--- src/rtl/core/y86_execute_stage_core_assert.svh ---
// Assertion macros for the execute stage core.
`ifndef Y86_EXECUTE_STAGE_CORE_ASSERT_SVH
`define Y86_EXECUTE_STAGE_CORE_ASSERT_SVH

// Check a property on every rising edge outside reset.
`define Y86EX_ASSERT(label, prop, msg) \
	label: assert property (@(posedge clk) disable iff (!arst_n) (prop)) else $error(msg);

// Check a property on every rising edge, reset included.
`define Y86EX_ASSERT_ALWAYS(label, prop, msg) \
	label: assert property (@(posedge clk) (prop)) else $error(msg);

`endif

--- src/rtl/core/y86ex_pkg.sv ---
package y86ex_pkg;

	localparam int unsigned WORD_W = 64;

	localparam logic [3:0] IC_NOP    = 4'd1;
	localparam logic [3:0] IC_RRMOVQ = 4'd2;
	localparam logic [3:0] IC_IRMOVQ = 4'd3;
	localparam logic [3:0] IC_RMMOVQ = 4'd4;
	localparam logic [3:0] IC_MRMOVQ = 4'd5;
	localparam logic [3:0] IC_OPQ    = 4'd6;
	localparam logic [3:0] IC_JXX    = 4'd7;
	localparam logic [3:0] IC_CALL   = 4'd8;
	localparam logic [3:0] IC_RET    = 4'd9;
	localparam logic [3:0] IC_PUSHQ  = 4'd10;
	localparam logic [3:0] IC_POPQ   = 4'd11;

	localparam logic [3:0] ALU_ADD = 4'd0;
	localparam logic [3:0] ALU_SUB = 4'd1;
	localparam logic [3:0] ALU_AND = 4'd2;
	localparam logic [3:0] ALU_XOR = 4'd3;

	localparam logic [3:0] COND_ALWAYS = 4'd0;
	localparam logic [3:0] COND_LE     = 4'd1;
	localparam logic [3:0] COND_L      = 4'd2;
	localparam logic [3:0] COND_E      = 4'd3;
	localparam logic [3:0] COND_NE     = 4'd4;
	localparam logic [3:0] COND_GE     = 4'd5;
	localparam logic [3:0] COND_G      = 4'd6;

	localparam logic [3:0] REG_NONE = 4'd15;
	localparam logic [1:0] STAT_OK  = 2'd0;

	localparam logic [WORD_W-1:0] STACK_DOWN = 64'hFFFF_FFFF_FFFF_FFF8;
	localparam logic [WORD_W-1:0] STACK_UP   = 64'd8;

	typedef logic [WORD_W-1:0] word_t;

	typedef struct packed {
		logic zero;
		logic sign;
		logic overflow;
	} flags_t;

endpackage

--- src/rtl/core/y86_execute_stage_core.sv ---
// Y86-64 execute stage. Instructions arrive on the inst channel and leave as
// memory-stage register contents on the res channel. Sustained rate is one
// instruction per clock while res is not stalled. An inst transfer loads the
// input register, and the result register then loads from it and drives res.
// The rate is set by the condition-code loop: the flags written by an OPq
// at its transfer into the result register are read by the very next
// instruction's jXX/cmovXX condition in the following cycle. Operand
// selection, the single 64-bit adder/logic unit and the condition evaluation
// sit between the two registers. When m_stat or w_stat is nonzero the
// instruction is replaced by a nop bubble and the flags are held. Flags reset
// to zero=1, sign=0, overflow=0.
`include "y86_execute_stage_core_assert.svh"

module y86_execute_stage_core (
	input  logic                  clk,
	input  logic                  arst_n,
	input  logic                  inst_valid,
	output logic                  inst_stall,
	input  logic [3:0]            icode,
	input  logic [3:0]            ifun,
	input  y86ex_pkg::word_t      val_a,
	input  y86ex_pkg::word_t      val_b,
	input  y86ex_pkg::word_t      val_c,
	input  logic [3:0]            dst_e,
	input  logic [3:0]            dst_m,
	input  logic [1:0]            stat,
	input  logic [1:0]            m_stat,
	input  logic [1:0]            w_stat,
	output logic                  res_valid,
	input  logic                  res_stall,
	output logic [1:0]            out_stat,
	output logic [3:0]            out_icode,
	output logic                  cond_flag,
	output y86ex_pkg::word_t      val_e,
	output y86ex_pkg::word_t      pass_val_a,
	output logic [3:0]            out_dst_e,
	output logic [3:0]            out_dst_m,
	output logic                  bubbled
);
	import y86ex_pkg::*;

	// Input register.
	logic       valid_s1;
	logic [3:0] icode_s1, ifun_s1, dst_e_s1, dst_m_s1;
	logic [1:0] stat_s1, m_stat_s1, w_stat_s1;
	word_t      val_a_s1, val_b_s1, val_c_s1;

	// Result register.
	logic       valid_s2;
	logic [1:0] stat_s2;
	logic [3:0] icode_s2, dst_e_s2, dst_m_s2;
	logic       cnd_s2, bubble_s2;
	word_t      val_e_s2, val_a_s2;

	flags_t flags_q;

	logic  s2_free, adv_s1, take_in;
	logic  bubble, known, is_sub, cnd, lt, update_flags;
	logic [3:0] alu_fn, dst_e_eff;
	word_t alu_a, alu_b, opnd, sum, alu_r;
	logic  ovf;

	// Result register empties when the downstream side takes it.
	assign s2_free    = !valid_s2 || !res_stall;
	assign adv_s1     = valid_s1 && s2_free;
	assign inst_stall = valid_s1 && !s2_free;
	assign take_in    = inst_valid && !inst_stall;

	// Operand selection by instruction code.
	always_comb begin
		alu_a = '0;
		alu_b = '0;
		case (icode_s1)
			IC_RRMOVQ, IC_OPQ:             alu_a = val_a_s1;
			IC_IRMOVQ, IC_RMMOVQ, IC_MRMOVQ: alu_a = val_c_s1;
			IC_CALL, IC_PUSHQ:             alu_a = STACK_DOWN;
			IC_RET, IC_POPQ:               alu_a = STACK_UP;
			default:                       alu_a = '0;
		endcase
		case (icode_s1)
			IC_RMMOVQ, IC_MRMOVQ, IC_OPQ, IC_CALL, IC_PUSHQ, IC_RET, IC_POPQ:
				alu_b = val_b_s1;
			default:
				alu_b = '0;
		endcase
	end

	// One adder serves add and subtract (b - a = b + ~a + 1).
	assign alu_fn = (icode_s1 == IC_OPQ) ? ifun_s1 : ALU_ADD;
	assign is_sub = (alu_fn == ALU_SUB);
	assign opnd   = is_sub ? ~alu_a : alu_a;
	assign sum    = alu_b + opnd + {{(WORD_W-1){1'b0}}, is_sub};

	always_comb begin
		known = 1'b1;
		ovf   = 1'b0;
		case (alu_fn)
			ALU_ADD, ALU_SUB: begin
				alu_r = sum;
				ovf   = (opnd[WORD_W-1] == alu_b[WORD_W-1]) &&
				        (sum[WORD_W-1] != alu_b[WORD_W-1]);
			end
			ALU_AND: alu_r = alu_a & alu_b;
			ALU_XOR: alu_r = alu_a ^ alu_b;
			default: begin
				alu_r = '0;
				known = 1'b0;
			end
		endcase
	end

	// Condition from the flags as they stand before this instruction.
	assign lt = flags_q.sign != flags_q.overflow;
	always_comb begin
		cnd = 1'b0;
		if (icode_s1 == IC_JXX || icode_s1 == IC_RRMOVQ) begin
			case (ifun_s1)
				COND_ALWAYS: cnd = 1'b1;
				COND_LE:     cnd = lt || flags_q.zero;
				COND_L:      cnd = lt;
				COND_E:      cnd = flags_q.zero;
				COND_NE:     cnd = !flags_q.zero;
				COND_GE:     cnd = !lt;
				COND_G:      cnd = !lt && !flags_q.zero;
				default:     cnd = 1'b0;
			endcase
		end
	end

	assign bubble       = (m_stat_s1 != STAT_OK) || (w_stat_s1 != STAT_OK);
	assign update_flags = adv_s1 && (icode_s1 == IC_OPQ) && !bubble && known;
	// Drop the destination of a failed cmov.
	assign dst_e_eff    = (icode_s1 == IC_RRMOVQ && !cnd) ? REG_NONE : dst_e_s1;

	// Control state.
	always_ff @(posedge clk or negedge arst_n) begin
		if (!arst_n) begin
			valid_s1 <= 1'b0;
			valid_s2 <= 1'b0;
			flags_q  <= '{zero: 1'b1, sign: 1'b0, overflow: 1'b0};
		end else begin
			if (take_in) begin
				valid_s1 <= 1'b1;
			end else if (adv_s1) begin
				valid_s1 <= 1'b0;
			end
			if (s2_free) begin
				valid_s2 <= valid_s1;
			end
			if (update_flags) begin
				flags_q <= '{zero: (alu_r == '0), sign: alu_r[WORD_W-1], overflow: ovf};
			end
		end
	end

	// Payload: both registers load on their transfers, hold otherwise.
	always_ff @(posedge clk) begin
		if (take_in) begin
			icode_s1  <= icode;
			ifun_s1   <= ifun;
			val_a_s1  <= val_a;
			val_b_s1  <= val_b;
			val_c_s1  <= val_c;
			dst_e_s1  <= dst_e;
			dst_m_s1  <= dst_m;
			stat_s1   <= stat;
			m_stat_s1 <= m_stat;
			w_stat_s1 <= w_stat;
		end
		if (adv_s1) begin
			if (bubble) begin
				stat_s2   <= STAT_OK;
				icode_s2  <= IC_NOP;
				cnd_s2    <= 1'b0;
				val_e_s2  <= '0;
				val_a_s2  <= '0;
				dst_e_s2  <= REG_NONE;
				dst_m_s2  <= REG_NONE;
				bubble_s2 <= 1'b1;
			end else begin
				stat_s2   <= stat_s1;
				icode_s2  <= icode_s1;
				cnd_s2    <= cnd;
				val_e_s2  <= alu_r;
				val_a_s2  <= val_a_s1;
				dst_e_s2  <= dst_e_eff;
				dst_m_s2  <= dst_m_s1;
				bubble_s2 <= 1'b0;
			end
		end
	end

	assign res_valid  = valid_s2;
	assign out_stat   = stat_s2;
	assign out_icode  = icode_s2;
	assign cond_flag  = cnd_s2;
	assign val_e      = val_e_s2;
	assign pass_val_a = val_a_s2;
	assign out_dst_e  = dst_e_s2;
	assign out_dst_m  = dst_m_s2;
	assign bubbled    = bubble_s2;

	`Y86EX_ASSERT(a_flags_hold, !update_flags |=> $stable(flags_q), "flags changed without an OPq transfer")
	`Y86EX_ASSERT(a_bubble_nop, (valid_s2 && bubble_s2) |-> (icode_s2 == IC_NOP && dst_e_s2 == REG_NONE && dst_m_s2 == REG_NONE && !cnd_s2), "bubble is not a clean nop")
	`Y86EX_ASSERT(a_cmov_cancel, (valid_s2 && !bubble_s2 && icode_s2 == IC_RRMOVQ && !cnd_s2) |-> (dst_e_s2 == REG_NONE), "failed cmov kept its destination")
	`Y86EX_ASSERT(a_stall_keeps, inst_stall |=> valid_s1, "stalled input register lost its item")
	`Y86EX_ASSERT_ALWAYS(a_stall_valid, inst_stall |-> valid_s1, "stall raised with an empty input register")

endmodule
--- config.mk ---
export PLATFORM = sky130hd
export DESIGN_NAME = y86_execute_stage_core
export DESIGN_NICKNAME = d
export VERILOG_FILES = /design/src/rtl/core/y86ex_pkg.sv /design/src/rtl/core/y86_execute_stage_core.sv
export VERILOG_INCLUDE_DIRS = /design/src /design/src/rtl/core
export SDC_FILE = /design/constraint.sdc
export NUM_CORES = 1
export LEC_CHECK = 0
export BUFFER_PORTS_ARGS = -buffer_cell sky130_fd_sc_hd__buf_2
export CAP_MARGIN = 20
export CORE_MARGIN = 2
export CORE_UTILIZATION = 30
export DETAILED_ROUTE_END_ITERATION = 10
export GPL_ROUTABILITY_DRIVEN = 1
export PLACE_DENSITY = 0.54
export SYNTH_ARGS = -nofsm -noshare
export SYNTH_HDL_FRONTEND = slang
export SYNTH_SLANG_ARGS = --single-unit
--- constraint.sdc ---
create_clock -name clk -period 14.05 [get_ports clk]
set_input_delay 2.1075 -clock clk [delete_from_list [all_inputs] [get_ports clk]]
set_output_delay 2.1075 -clock clk [all_outputs]
set_load 0.005 [all_outputs]
==> reports/qor_table.md, run 1 <==
| Metric | Reported |
|---|---|
| Run status | finished clean |
| Share of post-route cells with drive strength above 1 | 0.237 |
| Lkg Pwr | 9.87 nW |
| Synthesized cell area | 0.0209 mm^2 |
| Worst endpoint data arrival time | 7.12 ns |
| Core area | 0.0687 mm^2 |
| Classification of the worst setup path | register to register |
| Number of remaining DRC errors | 0 |
| Portion of the post-synthesis area used by sequential elements | 0.521 |
| Inserted Clock Buffers | 43 |
| Setup bufs post-CTS | 0 |
| Clock tree sinks | 363 |
| Crit path capture type | register |
| DPL Wire Length | 56,500 um |
| Crit Path Max Fanout | 34 |
| Maximum capacitance violations | 0 |
| Remaining antenna violation count after routing | 0 |
| Synthesized Nets | 2,152 |
| Final max-slew violation count | 0 |
| Post-Place Cells | 3,012 |
| Number of global-route vias before repair | 16,100 |
| Clock transition at the register clock pins on the worst setup and hold paths after CTS | 0.06 ns |
| Post-route clock period utilization | 0.470 |
| Number of DRC violations after detailed-routing iteration 0 | 1,560 |
| Number of fill cells | 6,926 |
| Number of instances in the synthesized netlist | 1,807 |
| Pin count of the biggest net entering global routing | 70 |
| Die boundary width | 268 um |
| Weighted congestion reported at the end of routability-driven placement | 0.910 |
| Hold Slack | 0.494 ns |
| Minimum clock period | 6.61 ns |
| Number of distinct library cell variants in the gate-level netlist after synthesis | 98 |
| RSZ-0062 raised after global routing | false |
| Number of levels the H-tree was split into | 2 |
| Final non-filler cell total | 3,090 |
| Ports placed on the boundary | 364 |
| Total routing resource utilization after global routing | 0.199 |
| Vias per Instance | 5.25 |
| TritonCTS clock tree | done |
| Synth-to-layout area growth | 19.6% |
| Routed wire length | 73,400 um |
| Antenna diode count | 0 |
| Areal power density over the cells | 120 mW/mm^2 |
| Worst voltage drop across the vdd grid | 0.0888 mV |
| Count of warnings emitted by yosys | 0 |
| Slew @ Worst Pin | 1.07 ns |
| Cell chosen for the clock root | sky130_fd_sc_hd__clkbuf_16 |
| Antenna violations before repair | 6 |
| Cts-stage hold buffer count | 0 |
| Mean instance size in the synthesized netlist | 11.6 um^2 |
| Total via count in the routed design | 16,200 |
| Number of storage elements in the synthesis netlist | 363 |
| Initial standard-cell utilization of the core | 0.304 |
| Standard-cell rows | 96 |
| Type of the tightest min-delay check | register to register |
| Startpoint class of the critical path | register |
| Clock Latency Late Sink | 0.59 ns |
| Hold violation count in the final report | 0 |
| Nets | 2,471 |
| Routed length per instance | 23.7 um |
| Most common flop cell mapped by yosys | sky130_fd_sc_hd__edfxtp_1 |
| Fmax achieved | 0.151 GHz |
| Final setup TNS | 0 ns |
| Area enclosed by the die boundary | 0.0718 mm^2 |
| Worst Clk Skew | 0.0258 ns |
| Number of I/O port buffers | 363 |
| Data required time of the worst path | 14.56 ns |
| Setup violation total in the final timing report | 0 |
| Number of gates resized after cts | 0 |
| Overall Power | 3.00 mW |
| Longest Clk Path Bufs | 3 |
| Slew HR | 0.288 |
| Share of async-settable or async-resettable flops after synthesis | 0.0138 |
| Overall overflow remaining after global route | 0 |
| Detailed-router iteration count before antenna repair | 8 |
| Wire length of the first global-routing pass | 107,000 um |
| Height of the die | 268 um |
| Number of synthesized flops with an enable pin | 358 |
[where the power goes]
group	leakage (nW)	switching, mW	internal (mW)
clock network	0.694	0.445	0.678
registers	3.54	0.0270	1.27
logic	5.64	0.370	0.209
total	9.87	0.842	2.16
[cells in the mapped netlist, types with 5 or more instances]
cell type | instances | share of area
sky130_fd_sc_hd__a21o_1 | 23 | 0.0083
sky130_fd_sc_hd__nor2_1 | 140 | 0.025
sky130_fd_sc_hd__or2_2 | 6 | 0.0018
sky130_fd_sc_hd__nand3_1 | 29 | 0.0069
sky130_fd_sc_hd__and2_1 | 86 | 0.026
sky130_fd_sc_hd__xnor2_1 | 77 | 0.032
sky130_fd_sc_hd__o211ai_1 | 7 | 0.0025
sky130_fd_sc_hd__or3_1 | 11 | 0.0033
sky130_fd_sc_hd__and3_1 | 13 | 0.0039
sky130_fd_sc_hd__buf_2 | 16 | 0.0038
sky130_fd_sc_hd__nor2b_1 | 67 | 0.020
sky130_fd_sc_hd__nand4_1 | 36 | 0.011
sky130_fd_sc_hd__buf_1 | 9 | 0.0016
sky130_fd_sc_hd__and4_1 | 8 | 0.0034
sky130_fd_sc_hd__edfxtp_1 | 358 | 0.51
sky130_fd_sc_hd__a211oi_1 | 8 | 0.0029
sky130_fd_sc_hd__or4_1 | 6 | 0.0022
sky130_fd_sc_hd__o2111ai_1 | 6 | 0.0025
sky130_fd_sc_hd__and4_2 | 5 | 0.0024
sky130_fd_sc_hd__o31ai_1 | 11 | 0.0040
sky130_fd_sc_hd__o21ai_0 | 57 | 0.014
sky130_fd_sc_hd__a221oi_1 | 7 | 0.0029
sky130_fd_sc_hd__mux2_2 | 13 | 0.0070
sky130_fd_sc_hd__a31o_2 | 7 | 0.0029
sky130_fd_sc_hd__o21ai_1 | 5 | 0.0012
sky130_fd_sc_hd__ha_1 | 126 | 0.075
sky130_fd_sc_hd__clkbuf_8 | 7 | 0.0046
sky130_fd_sc_hd__nand3b_1 | 5 | 0.0018
sky130_fd_sc_hd__mux2i_1 | 57 | 0.027
sky130_fd_sc_hd__nor3_1 | 19 | 0.0046
sky130_fd_sc_hd__a21oi_1 | 118 | 0.028
sky130_fd_sc_hd__nand2b_1 | 17 | 0.0051
sky130_fd_sc_hd__clkbuf_1 | 71 | 0.013
sky130_fd_sc_hd__nor4_1 | 14 | 0.0042
sky130_fd_sc_hd__a221o_1 | 60 | 0.029
sky130_fd_sc_hd__a31oi_1 | 20 | 0.0060
sky130_fd_sc_hd__o21a_1 | 21 | 0.0075
sky130_fd_sc_hd__nor3b_1 | 5 | 0.0018
sky130_fd_sc_hd__o21bai_1 | 9 | 0.0032
sky130_fd_sc_hd__nand2_1 | 93 | 0.017
sky130_fd_sc_hd__inv_1 | 26 | 0.0047
sky130_fd_sc_hd__xor2_1 | 20 | 0.0084
sky130_fd_sc_hd__a311oi_1 | 8 | 0.0034
[final timing paths]
path | depth (start not counted) | startpoint | endpoint | slack, ns
setup / recovery | 18 | ifun_s1[0] | flags_q[2] | 7.44
hold / removal | 1 | dst_m_s1[2] | out_dst_m[2] | 0.49
setup reg to reg | 18 | ifun_s1[0] | flags_q[2] | 7.44
hold reg to reg | 1 | dst_m_s1[2] | out_dst_m[2] | 0.49
max in group asynchronous | 1 | arst_n | flags_q[2] | 12.46
min in group asynchronous | 1 | arst_n | res_valid | 1.36
[per-stage QoR]
stage | setup WS (ns) | util | cell area, um^2
global placement | 7.40 | 0.343 | 23600
finish | 7.44 | 0.364 | 25000
floorplan | 6.35 | - | 20900
global route | 7.09 | 0.364 | 25000
CTS | 7.43 | 0.364 | 25000
detailed placement | 7.46 | 0.343 | 23600
[worst max-delay path, stage by stage, from the launching register on]
cell                       delay, ns
sky130_fd_sc_hd__edfxtp_1       0.32
sky130_fd_sc_hd__buf_4          0.42
sky130_fd_sc_hd__nor4b_2        0.48
sky130_fd_sc_hd__nand2_4        0.43
sky130_fd_sc_hd__buf_4          0.48
sky130_fd_sc_hd__xnor2_1        0.22
sky130_fd_sc_hd__ha_1           0.50
sky130_fd_sc_hd__and4_1         0.33
sky130_fd_sc_hd__inv_1          0.10
sky130_fd_sc_hd__nor4_1         0.48
sky130_fd_sc_hd__o211ai_1       0.33
sky130_fd_sc_hd__a311o_1        0.46
sky130_fd_sc_hd__a21oi_1        0.17
sky130_fd_sc_hd__o32ai_1        0.22
sky130_fd_sc_hd__a311oi_1       0.43
sky130_fd_sc_hd__nand4_1        0.17
sky130_fd_sc_hd__or4b_1         0.53
sky130_fd_sc_hd__nor4_1         0.24
sky130_fd_sc_hd__a21o_1         0.12
[final cells by class]
class | instances | area, um^2 | share of cell area
Tap cell | 931 | 1160 | 0.0466
Inverter | 27 | 101 | 0.00406
Multi-Input combinational cell | 1308 | 9460 | 0.379
Clock buffer | 56 | 1170 | 0.0467
Sequential cell | 363 | 10900 | 0.435
Timing Repair Buffer | 383 | 1960 | 0.0786
Clock inverter | 22 | 253 | 0.0101
[state kept, by name, indices dropped and copies added, names as in the netlist, 2 cells and up]
name and cells:
pass_val_a 64, dst_m_s1 4, m_stat_s1 2, icode_s1 4, val_a_s1 64, w_stat_s1 2, val_c_s1 64, val_e 64
out_dst_m 4, ifun_s1 4, flags_q 3, dst_e_s1 4, out_icode 4, val_b_s1 64, out_dst_e 4, stat_s1 2
out_stat 2
[layout by cell type (no fill, tap or decap), types with 17 or more instances in the layout]
cell type                   Yosys  final
sky130_fd_sc_hd__a21oi_1      118    117
sky130_fd_sc_hd__o21ai_0       57     57
sky130_fd_sc_hd__buf_4          0     19
sky130_fd_sc_hd__ha_1         126    126
sky130_fd_sc_hd__inv_1         26     26
sky130_fd_sc_hd__xor2_1        20     20
sky130_fd_sc_hd__nand2_1       93     92
sky130_fd_sc_hd__buf_2         16    363
sky130_fd_sc_hd__nor3_1        19     19
sky130_fd_sc_hd__xnor2_1       77     77
sky130_fd_sc_hd__o21a_1        21     21
sky130_fd_sc_hd__nand2b_1      17     17
sky130_fd_sc_hd__nand4_1       36     36
sky130_fd_sc_hd__clkbuf_16      0     44
sky130_fd_sc_hd__nand3_1       29     28
sky130_fd_sc_hd__a31oi_1       20     20
sky130_fd_sc_hd__nor2b_1       67     67
sky130_fd_sc_hd__nor2_1       140    139
sky130_fd_sc_hd__edfxtp_1     358    358
sky130_fd_sc_hd__a221o_1       60     60
sky130_fd_sc_hd__a21o_1        23     23
sky130_fd_sc_hd__and2_1        86     85
sky130_fd_sc_hd__mux2i_1       57     57
[cell families (layout without fill, tap and decap cells)]
family                     count (synthesis)  in the layout  synth area share
muxes                                     71             71            0.0354
DFF                                      363            363             0.521
adders and majority gates                127            127            0.0764
xor gates and xnor gates                  97             97            0.0407
buffers and inverters                    136            488            0.0297
and+or+nand+nor                          576            576             0.147
AOI/OAI and AO/OA                        437            437             0.150
[routing by layer]
layer | wire, um | GRT usage | up-vias
li1 | - | - | 7555
met1 | 34800 | 0.294 | 8006
met4 | 1210 | 0.0408 | 10
met3 | 4620 | 0.0353 | 82
met2 | 32700 | 0.305 | 566
met5 | 57 | 0 | -
No activity file was read; power rests on OpenSTA's default activity.
==> inputs of run 2 (changes only) <==
Settings changed: ABC_AREA set to 1, PLACE_DENSITY 0.54 to 0.56.
Clock period 14.05 ns to 5.4 ns, I/O delays scaled along.
==> run 2 against run 1 <==
Via count up 10%. Non-clock buffer count rose by 12. Die area rose by 2.7%. Count of clock-buffer cells in the layout fell by 6. Clock power rose by 150%. Design area increased by 3.7%. Register-to-register slack worse by 7.0 ns. Critical path type unchanged. Critical endpoint is now val_e[63].
==> reports/qor_table.md, run 2 <==
| Metric | Reported | Delta |
|---|---|---|
| Longest Clk Path Bufs | 3 | unchanged |
| Height of the die | 272 um | +1.4% |
| RSZ-0062 raised after global routing | false |  |
| Crit path max-delay cell type | sky130_fd_sc_hd__edfxtp_1 |  |
| Number of instances in the synthesized netlist | 2,421 | +34% |
| Total via count in the routed design | 17,900 | +10% |
| Area share of the largest cell type after synthesis | 0.501 | -0.0139 |
| Cell with the most instances after synthesis | sky130_fd_sc_hd__nand2_1 |  |
| Cell family contributing the most delay on the critical path | buffers and inverters |  |
| Routed length per instance | 20.0 um | -16% |
| Fraction of the mapped netlist area in simple logic gates | 0.208 | +0.0611 |
| Cell chosen for the clock root | sky130_fd_sc_hd__clkbuf_16 |  |
| Overall Power | 7.86 mW | +160% |
| Pin count of the biggest net entering global routing | 85 | +21% |
| Number of DRC violations after detailed-routing iteration 0 | 1,349 | -14% |
| Number of synthesized flops with an enable pin | 358 | unchanged |
| Synth-to-layout area growth | 20.7% |  |
| XOR/XNOR Fraction of Synth Area | 0.0285 | -0.0122 |
| Final max-slew violation count | 0 | unchanged |
| Wire length of the first global-routing pass | 111,000 um | +4.2% |
| Number of storage elements in the synthesis netlist | 363 | unchanged |
| DPL Wire Length | 59,900 um | +6.0% |
| Setup violation total in the final timing report | 0 | unchanged |
| Leading post-synthesis cells by cell area | sky130_fd_sc_hd__edfxtp_1, sky130_fd_sc_hd__nand2_1, sky130_fd_sc_hd__ha_1 |  |
| Number of levels the H-tree was split into | 2 | unchanged |
| Areal power density over the cells | 303 mW/mm^2 | +150% |
| Share of async-settable or async-resettable flops after synthesis | 0.0138 | unchanged |
| Remaining antenna violation count after routing | 0 | unchanged |
| Post-route clock period utilization | 0.912 | +0.442 |
| Type of the tightest min-delay check | primary input to async pin |  |
| Synthesized Nets | 2,766 | +29% |
| Main combinational cell family by area after synthesis | simple AND/OR/NAND/NOR gates |  |
| Startpoint class of the critical path | register |  |
| Hold Slack | 0.0954 ns | -0.399 ns |
| Arithmetic-cell share of the synthesized area counting full adders, half adders and majority gates | 0.0744 | -0.00207 |
| Maximum capacitance violations | 0 | unchanged |
| Cell Chain, Critical Path | nand2_2 -> nor2_1 -> inv_2 -> buf_4 -> buf_4 -> o211ai_1 -> xor2_1 -> ha_1 -> inv_1 -> o21ai_0 -> a21oi_1 -> o21a_1 -> nand2_1 -> a21oi_2 -> nand2_2 -> nand2_2 -> nand2_2 -> xor2_2 -> nand2_1 -> nand2_1 -> inv_1 -> nor2_1 |  |
| Top post-synthesis cells by count | sky130_fd_sc_hd__nand2_1, sky130_fd_sc_hd__inv_1, sky130_fd_sc_hd__edfxtp_1, sky130_fd_sc_hd__nor2_1, sky130_fd_sc_hd__nand3_1 |  |
| Weighted congestion reported at the end of routability-driven placement | 0.976 | +7.3% |
| Most used cell, CP | sky130_fd_sc_hd__nand2_2 |  |
| Minimum clock period | 4.92 ns | -1.68 ns |
| Die boundary width | 272 um | +1.4% |
| Largest area contributor in the netlist | sky130_fd_sc_hd__edfxtp_1 |  |
| Fmax achieved | 0.203 GHz | +34% |
| Startpoint of the most critical register-to-register path | icode_s1[1] |  |
| Data required time of the worst path | 5.73 ns | -8.83 ns |
| Cts-stage hold buffer count | 0 | unchanged |
| TritonCTS clock tree | done |  |
| Mean instance size in the synthesized netlist | 8.87 um^2 | -23% |
| Standard-cell rows | 98 | +2.1% |
| Number of I/O port buffers | 363 | unchanged |
| Synthesized-area fraction occupied by ao, oa, aoi and oai cells | 0.0997 | -0.0501 |
| Core area | 0.0711 mm^2 | +3.5% |
| Max stage delay on crit path | 0.45 ns | -0.08 ns |
| Routed wire length | 75,600 um | +3.1% |
| Share of post-route cells with drive strength above 1 | 0.183 | -0.0534 |
| Commonest non-fill, non-tap cells in the layout | sky130_fd_sc_hd__nand2_1, sky130_fd_sc_hd__inv_1, sky130_fd_sc_hd__buf_2 |  |
| Detailed-router iteration count before antenna repair | 5 | -3 |
| Overall overflow remaining after global route | 0 | unchanged |
| Most common flop cell mapped by yosys | sky130_fd_sc_hd__edfxtp_1 |  |
| Slew @ Worst Pin | 1.02 ns | -0.0460 ns |
| Hold violation count in the final report | 0 | unchanged |
| Slew HR | 0.316 | +0.0283 |
| Clock tree sinks | 363 | unchanged |
| Worst voltage drop across the vdd grid | 0.295 mV | +230% |
| Classification of the worst setup path | register to register |  |
| Lkg Pwr | 12.1 nW | +23% |
| Inserted Clock Buffers | 43 | unchanged |
| Most frequent standard cell in the layout excluding fill and tap cells | sky130_fd_sc_hd__nand2_1 |  |
| Portion of the post-synthesis area used by sequential elements | 0.507 | -0.0141 |
| Total routing resource utilization after global routing | 0.200 | +0.000671 |
| Worst Clk Skew | 0.0182 ns | -0.00757 ns |
| Vias per Instance | 4.72 | -10% |
| Multiplexer share of the synthesized area | 0 | -0.0354 |
| Crit. Startpoint | icode_s1[1] |  |
| Run status | finished clean |  |
| Ports placed on the boundary | 364 | unchanged |
| Clock Latency Late Sink | 0.58 ns | about the same |
| Synthesized cell area | 0.0215 mm^2 | +2.8% |
| Antenna violations before repair | 20 | +14 |
| Nets | 3,142 | +27% |
| Number of remaining DRC errors | 0 | unchanged |
| Crit path capture type | register |  |
| Final setup TNS | 0 ns | unchanged |
| Area enclosed by the die boundary | 0.0737 mm^2 | +2.7% |
| Worst endpoint data arrival time | 5.26 ns | -1.86 ns |
| Count of warnings emitted by yosys | 0 | unchanged |
| Buffers & Inverters on Critical Path | 5 | +2 |
| Clock transition at the register clock pins on the worst setup and hold paths after CTS | 0.07 ns | about the same |
| Initial standard-cell utilization of the core | 0.302 | -0.00215 |
| Number of global-route vias before repair | 17,400 | +8.1% |
| Crit Path Max Fanout | 22 | -35% |
| Number of distinct library cell variants in the gate-level netlist after synthesis | 49 | -50% |
run 2: cell types whose count changed in the layout (fill, tap and decap cells not counted), sizes merged, moves of 34 or more:
cell    delta
inv      +371
nor2b     -67
a22o      +34
nand2    +404
xnor2     -76
a221o     -60
xor2      +48
mux2i     -58
o211ai    +54
and2      -88
nor2     +220
nand3    +114
run 2: what timing repair did:
item / 4_1_cts / 5_1_grt
setup buffers: 0 / 0
resized for setup: 0 / 1
endpoints found under the setup margin: 0 / 1
run 2: path summary, 6_finish.rpt:
check	to	slack (ns)	cells past startpoint
max	val_e[63]	0.48	22
min	valid_s1	0.1	1
max reg2reg	val_e[63]	0.48	22
min reg2reg	res_valid	0.48	2
max in group asynchronous	flags_q[2]	5.04	1
min in group clk	val_b_s1[19]	0.40	1
run 2: worst reg2reg max path, delay by kind of cell, from the launching register on:
kind | cells | cell delay (ns)
AND/OR/NAND/NOR | 9 | 0.95
XOR/XNOR | 2 | 0.40
buffers and inverters | 5 | 1.35
adder cells (fa/ha/maj) | 1 | 0.40
flip-flops | 1 | 0.45
AO/OA/AOI/OAI | 5 | 1.13
run 2: cell type report:
class                   count  area, um^2
diodes                      8        20.0
clock buffers              50        1120
clock inverters            24         198
fillers                  7448       45200
inverters                 400        1510
multi-input cells        1594        8840
flip-flops and latches    363       10900
well taps                 950        1190
repair buffers            395        2140
run 2: through the flow:
stage               cells  instance area, um^2  utilization  worst slack (ns)
global placement     3702                24600        0.345             0.362
finish               3784                25900        0.364             0.475
floorplan            2421                21500            -            0.0188
global route         3781                25900        0.364            0.0806
CTS                  3776                25900        0.364             0.387
detailed placement   3702                24600        0.345             0.400
run 2: metal layers:
layer	GRT usage	vias to the layer above	routed length, um
met1	0.279	8417	34900
met4	0.0519	22	1720
met5	0	-	115
met3	0.0335	101	4230
met2	0.321	500	34600
li1	-	8821	-
run 2: where the power goes:
group          internal, mW  total (mW)  switching, mW
Clock                  1.59        2.78           1.19
Combinational         0.523        1.65           1.12
Sequential             3.37        3.43         0.0636
run 2: cells by family after synthesis:
family,after synthesis
xor+xnor,69
compound gates,339
flops,363
simple gates,1059
fa+ha+maj,127
buf+inv,464
